[src/rtl/baro_pkg.sv]
// Shared types and constants of the barometric compensation block.
// Depends on nothing; every other file imports it.
`default_nettype none

package baro_pkg;

  localparam int unsigned QUEUE_DEPTH = 4;

  localparam logic [25:0] TF_OFFSET = 26'd128000;
  localparam logic [20:0] P_FULL    = 21'd1048576;
  localparam logic [55:0] WHOLE_MAX = 56'd134218;
  localparam logic [26:0] PRES_MAX  = 27'd134217727;
  localparam logic signed [19:0] TEMP_MAX = 20'sd32767;
  localparam logic signed [19:0] TEMP_MIN = -20'sd32768;

  typedef enum logic [2:0] {
    CFG_T1      = 3'd0,
    CFG_T2_T3   = 3'd1,
    CFG_P1      = 3'd2,
    CFG_P2_TO_5 = 3'd3,
    CFG_P6_TO_9 = 3'd4
  } cfg_idx_t;

  typedef struct packed {
    logic [19:0] temperature_raw;
    logic [19:0] pressure_raw;
  } baro_in_t;

  typedef struct packed {
    logic signed [15:0] temperature_centi;
    logic [26:0]        pressure_milli_pa;
    logic               divide_by_zero;
  } baro_out_t;

  typedef struct packed {
    logic [15:0] t1;
    logic [31:0] t2_t3;
    logic [15:0] p1;
    logic [63:0] p2_to_p5;
    logic [63:0] p6_to_p9;
  } baro_cfg_t;

  // Item after the front end: raw pressure and the two temperature differences.
  typedef struct packed {
    logic [19:0]        adc_p;
    logic signed [17:0] d1;
    logic signed [16:0] d2;
  } baro_item_t;

  // Values that ride alongside the divider.
  typedef struct packed {
    logic [15:0] tc;
    logic        dz;
    logic        neg;
  } baro_side_t;

endpackage

`default_nettype wire

[src/rtl/baro_queue.sv]
// Short first-in first-out queue between the front end and the datapath.
// Depends on baro_pkg for the item type.
`default_nettype none

module baro_queue #(
  parameter int unsigned DEPTH = baro_pkg::QUEUE_DEPTH
) (
  input  logic                 clk,
  input  logic                 rst_n,
  input  logic                 push,
  input  baro_pkg::baro_item_t wr_item,
  input  logic                 pop,
  output logic                 q_valid,
  output logic                 q_full,
  output baro_pkg::baro_item_t rd_item
);
  import baro_pkg::*;

  localparam int unsigned PW = (DEPTH > 1) ? $clog2(DEPTH) : 1;
  localparam int unsigned CW = $clog2(DEPTH + 1);
  localparam logic [PW-1:0] PTR_LAST = PW'(DEPTH - 1);
  localparam logic [CW-1:0] CNT_FULL = CW'(DEPTH);

  baro_item_t    mem [DEPTH];
  logic [PW-1:0] wr_ptr_r;
  logic [PW-1:0] rd_ptr_r;
  logic [CW-1:0] cnt_r;

  assign q_valid = (cnt_r != '0);
  assign q_full  = (cnt_r == CNT_FULL);
  assign rd_item = mem[rd_ptr_r];

  always_ff @(posedge clk) begin
    if (push) begin
      mem[wr_ptr_r] <= wr_item;
    end
  end

  always_ff @(posedge clk) begin
    if (!rst_n) begin
      wr_ptr_r <= '0;
      rd_ptr_r <= '0;
      cnt_r    <= '0;
    end else begin
      if (push) begin
        wr_ptr_r <= (wr_ptr_r == PTR_LAST) ? '0 : wr_ptr_r + 1'b1;
      end
      if (pop) begin
        rd_ptr_r <= (rd_ptr_r == PTR_LAST) ? '0 : rd_ptr_r + 1'b1;
      end
      if (push && !pop) begin
        cnt_r <= cnt_r + 1'b1;
      end else if (pop && !push) begin
        cnt_r <= cnt_r - 1'b1;
      end
    end
  end

endmodule

`default_nettype wire

[config.mk]
export PLATFORM = sky130hd
export DESIGN_NAME = baro_queue
export DESIGN_NICKNAME = d
export VERILOG_FILES = /design/src/rtl/baro_pkg.sv /design/src/rtl/baro_queue.sv
export SDC_FILE = /design/constraint.sdc
export NUM_CORES = 1
export LEC_CHECK = 0
export BUFFER_PORTS_ARGS = -buffer_cell sky130_fd_sc_hd__buf_2
export CAP_MARGIN = 25
export CORE_MARGIN = 5
export CORE_UTILIZATION = 30
export CTS_CLUSTER_SIZE = 16
export DETAILED_ROUTE_END_ITERATION = 10
export SETUP_SLACK_MARGIN = 0.02
export SYNTH_ARGS = -nofsm -noshare
export SYNTH_HDL_FRONTEND = slang
export SYNTH_SLANG_ARGS = --single-unit
export TNS_END_PERCENT = 10
[constraint.sdc]
create_clock -name clk -period 2.7 [get_ports clk]
set_clock_uncertainty 0.15 [all_clocks]
set_input_delay 0.135 -clock clk [delete_from_list [all_inputs] [get_ports clk]]
set_output_delay 0.135 -clock clk [all_outputs]
set_load 0.01 [all_outputs]
==> flow_summary.json <==
{
  "pwr-share-clk_pct": 39.0,
  "p_int_mw": 6.23,
  "coreArea_um2": 27900,
  "gp_congestion": 0.644,
  "clkSlewWorstSetupHoldPaths_ps": 60,
  "antenna_found_initial": 0,
  "ys_top_cells_by_count": "edfxtp_1, mux4_2, dfxtp_1, ha_1",
  "vias_per_cell": 4.34,
  "ys.flop_type": "edfxtp_1",
  "grt_pass1_wl_um": 25100,
  "cts_setup_buffers": 0,
  "setup_tns_ps": 0,
  "regArea_um2": 6790,
  "dp_hpwl_um": 9840,
  "clock_path_buffers": 3,
  "seq_power_share_pct": 51.8,
  "synth_edf_count": 220,
  "syn_nets": 397,
  "yosysSeqAreaShare_pct": 80.2,
  "die_w_um": 178,
  "p_leak_nw": 3.67,
  "vias": 4003,
  "netSwitchingFraction_pct": 21.6,
  "syn_area_um2": 8460,
  "slew_viol_final": 0,
  "yosysTopAreaCell": "edfxtp_1",
  "worstPathRequired_ps": 2410,
  "worst_pin_slew_ps": 470,
  "cts_max_level": 1,
  "start_util_pct": 30.4,
  "port_buffers": 115,
  "max_cap_violations": 0,
  "die_h_um": 178,
  "cts_resized": 0,
  "hold_viol_final": 0,
  "cts_root_buffer": "clkbuf_16",
  "hold_slack_ps": 225,
  "cts_hold_buf": 58,
  "grt_pass1_vias": 4522,
  "track_usage_pct": 10.2,
  "cts_sinks": 229,
  "synth_top_area_share_pct": 78.0,
  "multi_input_area_um2": 1530,
  "max_freq_ghz": 0.428,
  "fillers": 2496,
  "share_comb_of_total_power_pct": 9.2,
  "die-area_um2": 31700,
  "hp-class": "primary input to flop",
  "period_needed_ps": 2330,
  "critPathCaptureType": "output pin",
  "grt_max_degree": 37,
  "drt_first_pass_iters": 4,
  "syn_avg_cell_area_um2": 25.6,
  "pin_count": 116,
  "power_mw": 7.95,
  "critPathKind": "flop to output pin",
  "setup_viol": 0,
  "worstPathArrival_ps": 2050,
  "start_kind": "flop",
  "ant_nets": 0,
  "slew_headroom_pct": 68.7,
  "async_flop_share_pct": 0,
  "status": "completed",
  "wl_um": 16100,
  "ys_warn_count": 0,
  "syn2layout_area_growth_pct": 28.2,
  "drc": 0,
  "drt-wirelength-per-cell_um": 17.5,
  "synth_cells": 331,
  "clock_latency_ps": 510,
  "cts_buffers": 24,
  "min_period_over_period_pct": 86.4,
  "overflow": 0,
  "drive_gt1_share_pct": 39.7,
  "cp_max_fo": 22,
  "nets": 592,
  "antennaDiodeCount": 0,
  "drt-initial-drc-count": 157,
  "yosysMostFrequentCell": "edfxtp_1",
  "core.rowCount": 61,
  "p_sw_mw": 1.72,
  "peakVddDrop_uv": 401,
  "synth_cell_type_count": 23,
  "rsz0062_at_grt": "false",
  "synth-seq-cells": 229,
  "cts_tree": "built",
  "power.density_nw_per_um2": 733,
  "ys_top_cells_by_area": "edfxtp_1, mux4_2, dfxtp_1, mux4_1, buf_12"
}
-- state kept, by name, indices dropped and copies added, names as in the netlist, named ones only --
register and cells:
mem 220, cnt_r 3, rd_ptr_r 2, wr_ptr_r 2
-- worst paths after layout --
path | startpoint | endpoint | slack, ps | cells after the start
max | flop | rd_item[47] | 370 | 3
min | wr_item[35] | mem[0][35] | 230 | 2
max reg2reg | wr_ptr_r[0] | mem[3][50] | 880 | 3
min reg2reg | cnt_r[2] | cnt_r[2] | 390 | 2
-- metal layers --
| metal | share of wire, % | vias to the layer above | track usage [%] | wire (um) |
|---|---|---|---|---|
| met5 | 0 | - | 0 | 0 |
| met4 | 2.2 | 0 | 3.29 | 357 |
| met1 | 42 | 2079 | 12.8 | 6730 |
| met3 | 4.7 | 31 | 1.97 | 765 |
| li1 | - | 1806 | - | - |
| met2 | 51 | 87 | 17.7 | 8270 |
-- worst max-delay path, stage by stage, from the launching register on --
cell,delay [ps]
dfxtp_4,350
buf_4,390
mux4_1,630
buf_2,160
-- cell families after synthesis --
logic type      share of synthesized area, %
flops                                   80.2
mux                                     15.3
buf+inv                                 1.85
simple gates                            1.08
fa+ha+maj                               1.12
compound gates                         0.237
xor+xnor                               0.207
-- metrics by stage --
stage               util [%]  setup slack (ps)  cells  instance area [um^2]
floorplan                  -               278    331                  8460
global placement        34.1               851    820                  9510
detailed placement      34.1               821    820                  9510
CTS                     39.0               280    922                 10900
global route            39.0               214    922                 10900
finish                  39.0               366    922                 10900
-- cell usage in the layout, fill, tap and decap left out, types with 3 or more instances in the layout --
| cell | synthesis | layout |
|---|---|---|
| clkinv_2 | 0 | 3 |
| dlygate4sd3_1 | 0 | 58 |
| mux4_1 | 5 | 5 |
| inv_1 | 4 | 4 |
| mux2i_1 | 4 | 4 |
| clkbuf_16 | 0 | 25 |
| clkinv_4 | 0 | 3 |
| and2_4 | 0 | 4 |
| buf_12 | 5 | 5 |
| mux4_2 | 50 | 50 |
| buf_2 | 5 | 115 |
| nor2b_1 | 5 | 5 |
| ha_1 | 6 | 6 |
| buf_4 | 0 | 3 |
| clkinvlp_4 | 0 | 5 |
| clkinv_1 | 0 | 3 |
| dfxtp_1 | 9 | 7 |
| clkbuf_1 | 0 | 4 |
| edfxtp_1 | 220 | 220 |
-- power by group through the flow --
stage / logic (mW) / clock network (mW) / registers [mW]
after floorplan: 0.414 / 0 / 4.18
after global placement: 0.671 / 0 / 4.19
after detailed placement: 0.688 / 0 / 4.20
after CTS: 0.762 / 3.22 / 4.12
after global routing: 0.805 / 3.37 / 4.13
final: 0.733 / 3.10 / 4.12
-- final cells by class --
type	instances	area share [%]
Multi-Input combinational cell	86	14.1
Tap cell	378	4.36
Clock buffer	29	5.90
Sequential cell	229	62.6
Clock inverter	15	1.11
Timing Repair Buffer	181	11.8
Inverter	4	0.138
Note: power is estimated with default switching activity, not from simulation.
