File: src/rtl/baro_pkg.sv
// Shared types and constants of the barometric compensation block.
// Depends on nothing; every other file imports it.
`default_nettype none

package baro_pkg;

  localparam int unsigned QUEUE_DEPTH = 4;

  localparam logic [25:0] TF_OFFSET = 26'd128000;
  localparam logic [20:0] P_FULL    = 21'd1048576;
  localparam logic [55:0] WHOLE_MAX = 56'd134218;
  localparam logic [26:0] PRES_MAX  = 27'd134217727;
  localparam logic signed [19:0] TEMP_MAX = 20'sd32767;
  localparam logic signed [19:0] TEMP_MIN = -20'sd32768;

  typedef enum logic [2:0] {
    CFG_T1      = 3'd0,
    CFG_T2_T3   = 3'd1,
    CFG_P1      = 3'd2,
    CFG_P2_TO_5 = 3'd3,
    CFG_P6_TO_9 = 3'd4
  } cfg_idx_t;

  typedef struct packed {
    logic [19:0] temperature_raw;
    logic [19:0] pressure_raw;
  } baro_in_t;

  typedef struct packed {
    logic signed [15:0] temperature_centi;
    logic [26:0]        pressure_milli_pa;
    logic               divide_by_zero;
  } baro_out_t;

  typedef struct packed {
    logic [15:0] t1;
    logic [31:0] t2_t3;
    logic [15:0] p1;
    logic [63:0] p2_to_p5;
    logic [63:0] p6_to_p9;
  } baro_cfg_t;

  // Item after the front end: raw pressure and the two temperature differences.
  typedef struct packed {
    logic [19:0]        adc_p;
    logic signed [17:0] d1;
    logic signed [16:0] d2;
  } baro_item_t;

  // Values that ride alongside the divider.
  typedef struct packed {
    logic [15:0] tc;
    logic        dz;
    logic        neg;
  } baro_side_t;

endpackage

`default_nettype wire

File: src/rtl/baro_front.sv
// Front end: input register that forms the temperature differences.
// Depends on baro_pkg; feeds baro_queue.
`default_nettype none

module baro_front (
  input  logic                 clk,
  input  logic                 rst_n,
  input  logic                 in_valid,
  output logic                 in_stall,
  input  baro_pkg::baro_in_t   in_data,
  input  logic [15:0]          cal_t1,
  input  logic                 q_full,
  output logic                 push,
  output baro_pkg::baro_item_t item
);
  import baro_pkg::*;

  logic       fr_valid_r;
  baro_item_t fr_item_r;
  baro_item_t fr_item_nxt;
  logic       load;

  assign in_stall = fr_valid_r & q_full;
  assign push     = fr_valid_r & ~q_full;
  assign load     = ~fr_valid_r | push;
  assign item     = fr_item_r;

  always_comb begin
    fr_item_nxt.adc_p = in_data.pressure_raw;
    fr_item_nxt.d1    = $signed({1'b0, in_data.temperature_raw[19:3]})
                      - $signed({1'b0, cal_t1, 1'b0});
    fr_item_nxt.d2    = $signed({1'b0, in_data.temperature_raw[19:4]})
                      - $signed({1'b0, cal_t1});
  end

  always_ff @(posedge clk) begin
    if (!rst_n) begin
      fr_valid_r <= 1'b0;
    end else if (load) begin
      fr_valid_r <= in_valid;
    end
  end

  always_ff @(posedge clk) begin
    if (load && in_valid) begin
      fr_item_r <= fr_item_nxt;
    end
  end

endmodule

`default_nettype wire

File: config.mk
export PLATFORM = sky130hd
export DESIGN_NAME = baro_front
export DESIGN_NICKNAME = d
export VERILOG_FILES = /design/src/rtl/baro_pkg.sv /design/src/rtl/baro_front.sv
export SDC_FILE = /design/constraint.sdc
export NUM_CORES = 1
export LEC_CHECK = 0
export ABC_AREA = 1
export BUFFER_PORTS_ARGS = -buffer_cell sky130_fd_sc_hd__buf_2
export CORE_ASPECT_RATIO = 1.2
export CORE_MARGIN = 1.5
export CORE_UTILIZATION = 40
export DETAILED_ROUTE_END_ITERATION = 7
export HOLD_SLACK_MARGIN = 0.05
export PLACE_DENSITY_LB_ADDON = 0.12
export SLEW_MARGIN = 20
export SYNTH_ARGS = -nofsm -noshare
export SYNTH_HDL_FRONTEND = slang
export SYNTH_SLANG_ARGS = --single-unit
export TNS_END_PERCENT = 100
File: constraint.sdc
create_clock -name clk -period 4.3 [get_ports clk]
set_input_delay 0.215 -clock clk [delete_from_list [all_inputs] [get_ports clk]]
set_output_delay 0.215 -clock clk [all_outputs]
set_load 0.01 [all_outputs]
==> impl_metrics.json <==
{
  "synth_top_area_share_pct": 47.8,
  "synth_fp_nets": 349,
  "synth-xor-area-share_pct": 2.57,
  "synth-compound-area-share_pct": 3.36,
  "synth_fa_ha_area_share_pct": 9.23,
  "worstPathArrival_ns": 1.49,
  "routedWlPerCell_um": 9.82,
  "timing.hold.ws_ns": 0.104,
  "fin_skew_ns": 0.00557,
  "slew-limit-headroom_pct": 33.5,
  "antenna_found_initial": 0,
  "critPathTopFamily": "simple AND/OR/NAND/NOR gates",
  "cts_buffers": 5,
  "rsz0062_at_grt": "false",
  "route.met3.wl_um": 319,
  "clkPwrFrac_pct": 29.6,
  "post-place-ws_ns": 2.57,
  "grt_pass1_wl_um": 7000,
  "min_path_type": "input port to register",
  "grt.total_usage_pct": 14.1,
  "std_cell_rows": 30,
  "hold_viol_final": 0,
  "cts_resized": 0,
  "cp_num_buf_inv": 1,
  "swShare_pct": 26.8,
  "fmax_mhz": 630,
  "drive_gt1_share_pct": 37.2,
  "fin_nets": 452,
  "power_uw": 1030,
  "cp_slowest_cell": "nor2_4",
  "critPathMaxFanout": 38,
  "dr.pass1.iters": 4,
  "fin_crit_sh_pct": 36.9,
  "synth_top_family_by_area": "simple AND/OR/NAND/NOR gates",
  "slew_violations": 0,
  "utilization_pct": 53.4,
  "r2r_slack_ns": 2.71,
  "cts_tree": "built",
  "clkTransAtPathRegs_ns": 0.07,
  "grt-ovfl-total": 0,
  "cts_buffer_depth": 2,
  "synthFlopType": "edfxtp_1",
  "initial_core_util_pct": 41.8,
  "synth.distinct_cells": 24,
  "wl_met2_um": 2120,
  "holdCritStartpoint": "in_data[10]",
  "die_h_um": 87.6,
  "n_antenna_cell": 0,
  "ys_seq_elements": 39,
  "cts_hold_buffers": 0,
  "report.final.setup_viol": 0,
  "synthTopCellsByCount": "nand2_1, inv_1, edfxtp_1, buf_4, ha_1",
  "r2r-end": "item[46]",
  "synth_area_um2": 2390,
  "r2r_cells": 3,
  "power_frac_seq_pct": 46.0,
  "path_cells": "nand2_1 > inv_1 > nor2_4",
  "drt-initial-drc-count": 78,
  "drc": 0,
  "synth_cells": 272,
  "cts-root-buf": "clkbuf_8",
  "fin_ws_ns": 2.71,
  "grt_max_degree": 39,
  "vias": 1971,
  "ys_warn_count": 0,
  "power.switching_uw": 275,
  "top_layer_used": "met4",
  "die_w_um": 73.5,
  "die-area_um2": 6440,
  "avgSynthCellArea_um2": 8.77,
  "crit_type": "register to register",
  "cap_violations": 0,
  "cts_setup_buffers": 0,
  "cts_sinks": 39,
  "place_hpwl_um": 3760,
  "slowest_delay_ns": 0.75,
  "synth.most_common_cell": "nand2_1",
  "synth_simple_gate_area_share_pct": 21.0,
  "endpoint_kind": "register",
  "viasPerCell": 4.32,
  "status": "complete, no violations",
  "area_delta_synth_final_pct": 27.8,
  "synth_edf_count": 38,
  "grt_pass1_vias": 1695,
  "yosysTopAreaCell": "edfxtp_1",
  "clk_latency_ns": 0.28,
  "peakVddDrop_mv": 0.135,
  "ioPinCount": 117,
  "r2r_start": "fr_valid_r",
  "fin_tns_setup_ns": 0,
  "min_period_ns": 1.59,
  "fill_cells": 560,
  "async_flop_share_pct": 0,
  "tightest_slew_ns": 0.996,
  "power.density_nw_per_um2": 337,
  "whs_endpoint": "item[45]",
  "p_int_uw": 751,
  "regArea_um2": 1160,
  "muxShareOfSynthArea_pct": 0,
  "m1WireLength_um": 1930,
  "synth_seq_area_share_pct": 48.7,
  "leakagePower_uw": 0.00169,
  "ctsHtreeMaxLevel": 2,
  "final_antenna_net_count": 0,
  "crit_required_ns": 4.20,
  "cp-start-kind": "register",
  "wl_um": 4480,
  "fp.coreArea_um2": 5710,
  "min_path_cells": 1,
  "combPwrFrac_pct": 24.4,
  "yosys-top-cells-area": "edfxtp_1, nand2_1, inv_1, ha_1, buf_4",
  "multi_input_area_um2": 871,
  "portBuffers": 113,
  "globalplace.congestion": 0.861
}
==> sequential cells by signal, indices dropped and copies added, names as in the netlist <==
name and flops:
fr_valid_r 1, item 38
==> routing by layer <==
metal	up-vias	GRT usage [%]
met3	8	2.88
met5	-	0
met1	854	16.0
li1	1034	-
met2	75	25.2
met4	0	6.23
==> placed cells by master (no fill, tap or decap) <==
master / synthesis / final
a21boi_0: 1 / 1
a21oi_1: 8 / 8
a21oi_2: 2 / 2
buf_2: 0 / 113
bufinv_16: 0 / 1
clkbuf_8: 0 / 6
clkinv_2: 1 / 2
dfxtp_1: 1 / 1
edfxtp_1: 38 / 38
fa_1: 1 / 1
ha_1: 16 / 16
inv_1: 56 / 56
inv_2: 5 / 5
nand2_1: 78 / 78
nand2_2: 7 / 7
nand3_1: 13 / 13
nand3_2: 1 / 1
nand4_1: 2 / 2
nor2_1: 11 / 10
nor2_4: 0 / 1
nor3_1: 2 / 2
nor3_2: 2 / 2
o21a_1: 1 / 1
o21bai_1: 1 / 1
or2_1: 1 / 1
xnor2_1: 2 / 2
xor2_1: 5 / 5
==> logic make-up after synthesis <==
kind of cell	after synthesis
and+or+nand+nor	117
buffers and inverters	79
DFF	39
adders and majority gates	17
AOI/OAI and AO/OA	13
xor gates and xnor gates	7
==> per-stage QoR <==
stage          cell area (um^2)  instances
2_1_floorplan              2390        272
4_1_cts                    3050        456
3_3_place_gp               2930        448
3_5_place_dp               2930        448
6_report                   3050        456
5_1_grt                    3050        456
==> power by group through the flow <==
stage	registers (uW)	clock network (uW)	logic, uW
2_1_floorplan	499	0	161
6_report	472	303	251
5_1_grt	476	331	285
3_5_place_dp	482	0	253
4_1_cts	473	315	254
3_3_place_gp	481	0	250
==> how the worst max path moves through the flow <==
stage,from,end,cells past startpoint
global placement,in_data[24],item[30],10
global route,fr_valid_r,item[47],3
CTS,fr_valid_r,item[43],3
floorplan,fr_valid_r,item[17],3
finish,fr_valid_r,item[46],3
detailed placement,in_data[24],item[30],10
==> layout make-up <==
| class | count | share of cell area, % |
|---|---|---|
| multi-input combinational | 154 | 28.6 |
| inverter | 62 | 7.67 |
| clock buffer | 6 | 2.71 |
| clock inverter | 2 | 1.15 |
| sequential | 39 | 38.1 |
| timing repair buffer | 113 | 18.5 |
| tap | 80 | 3.28 |
Note: power is estimated with default switching activity, not from simulation.
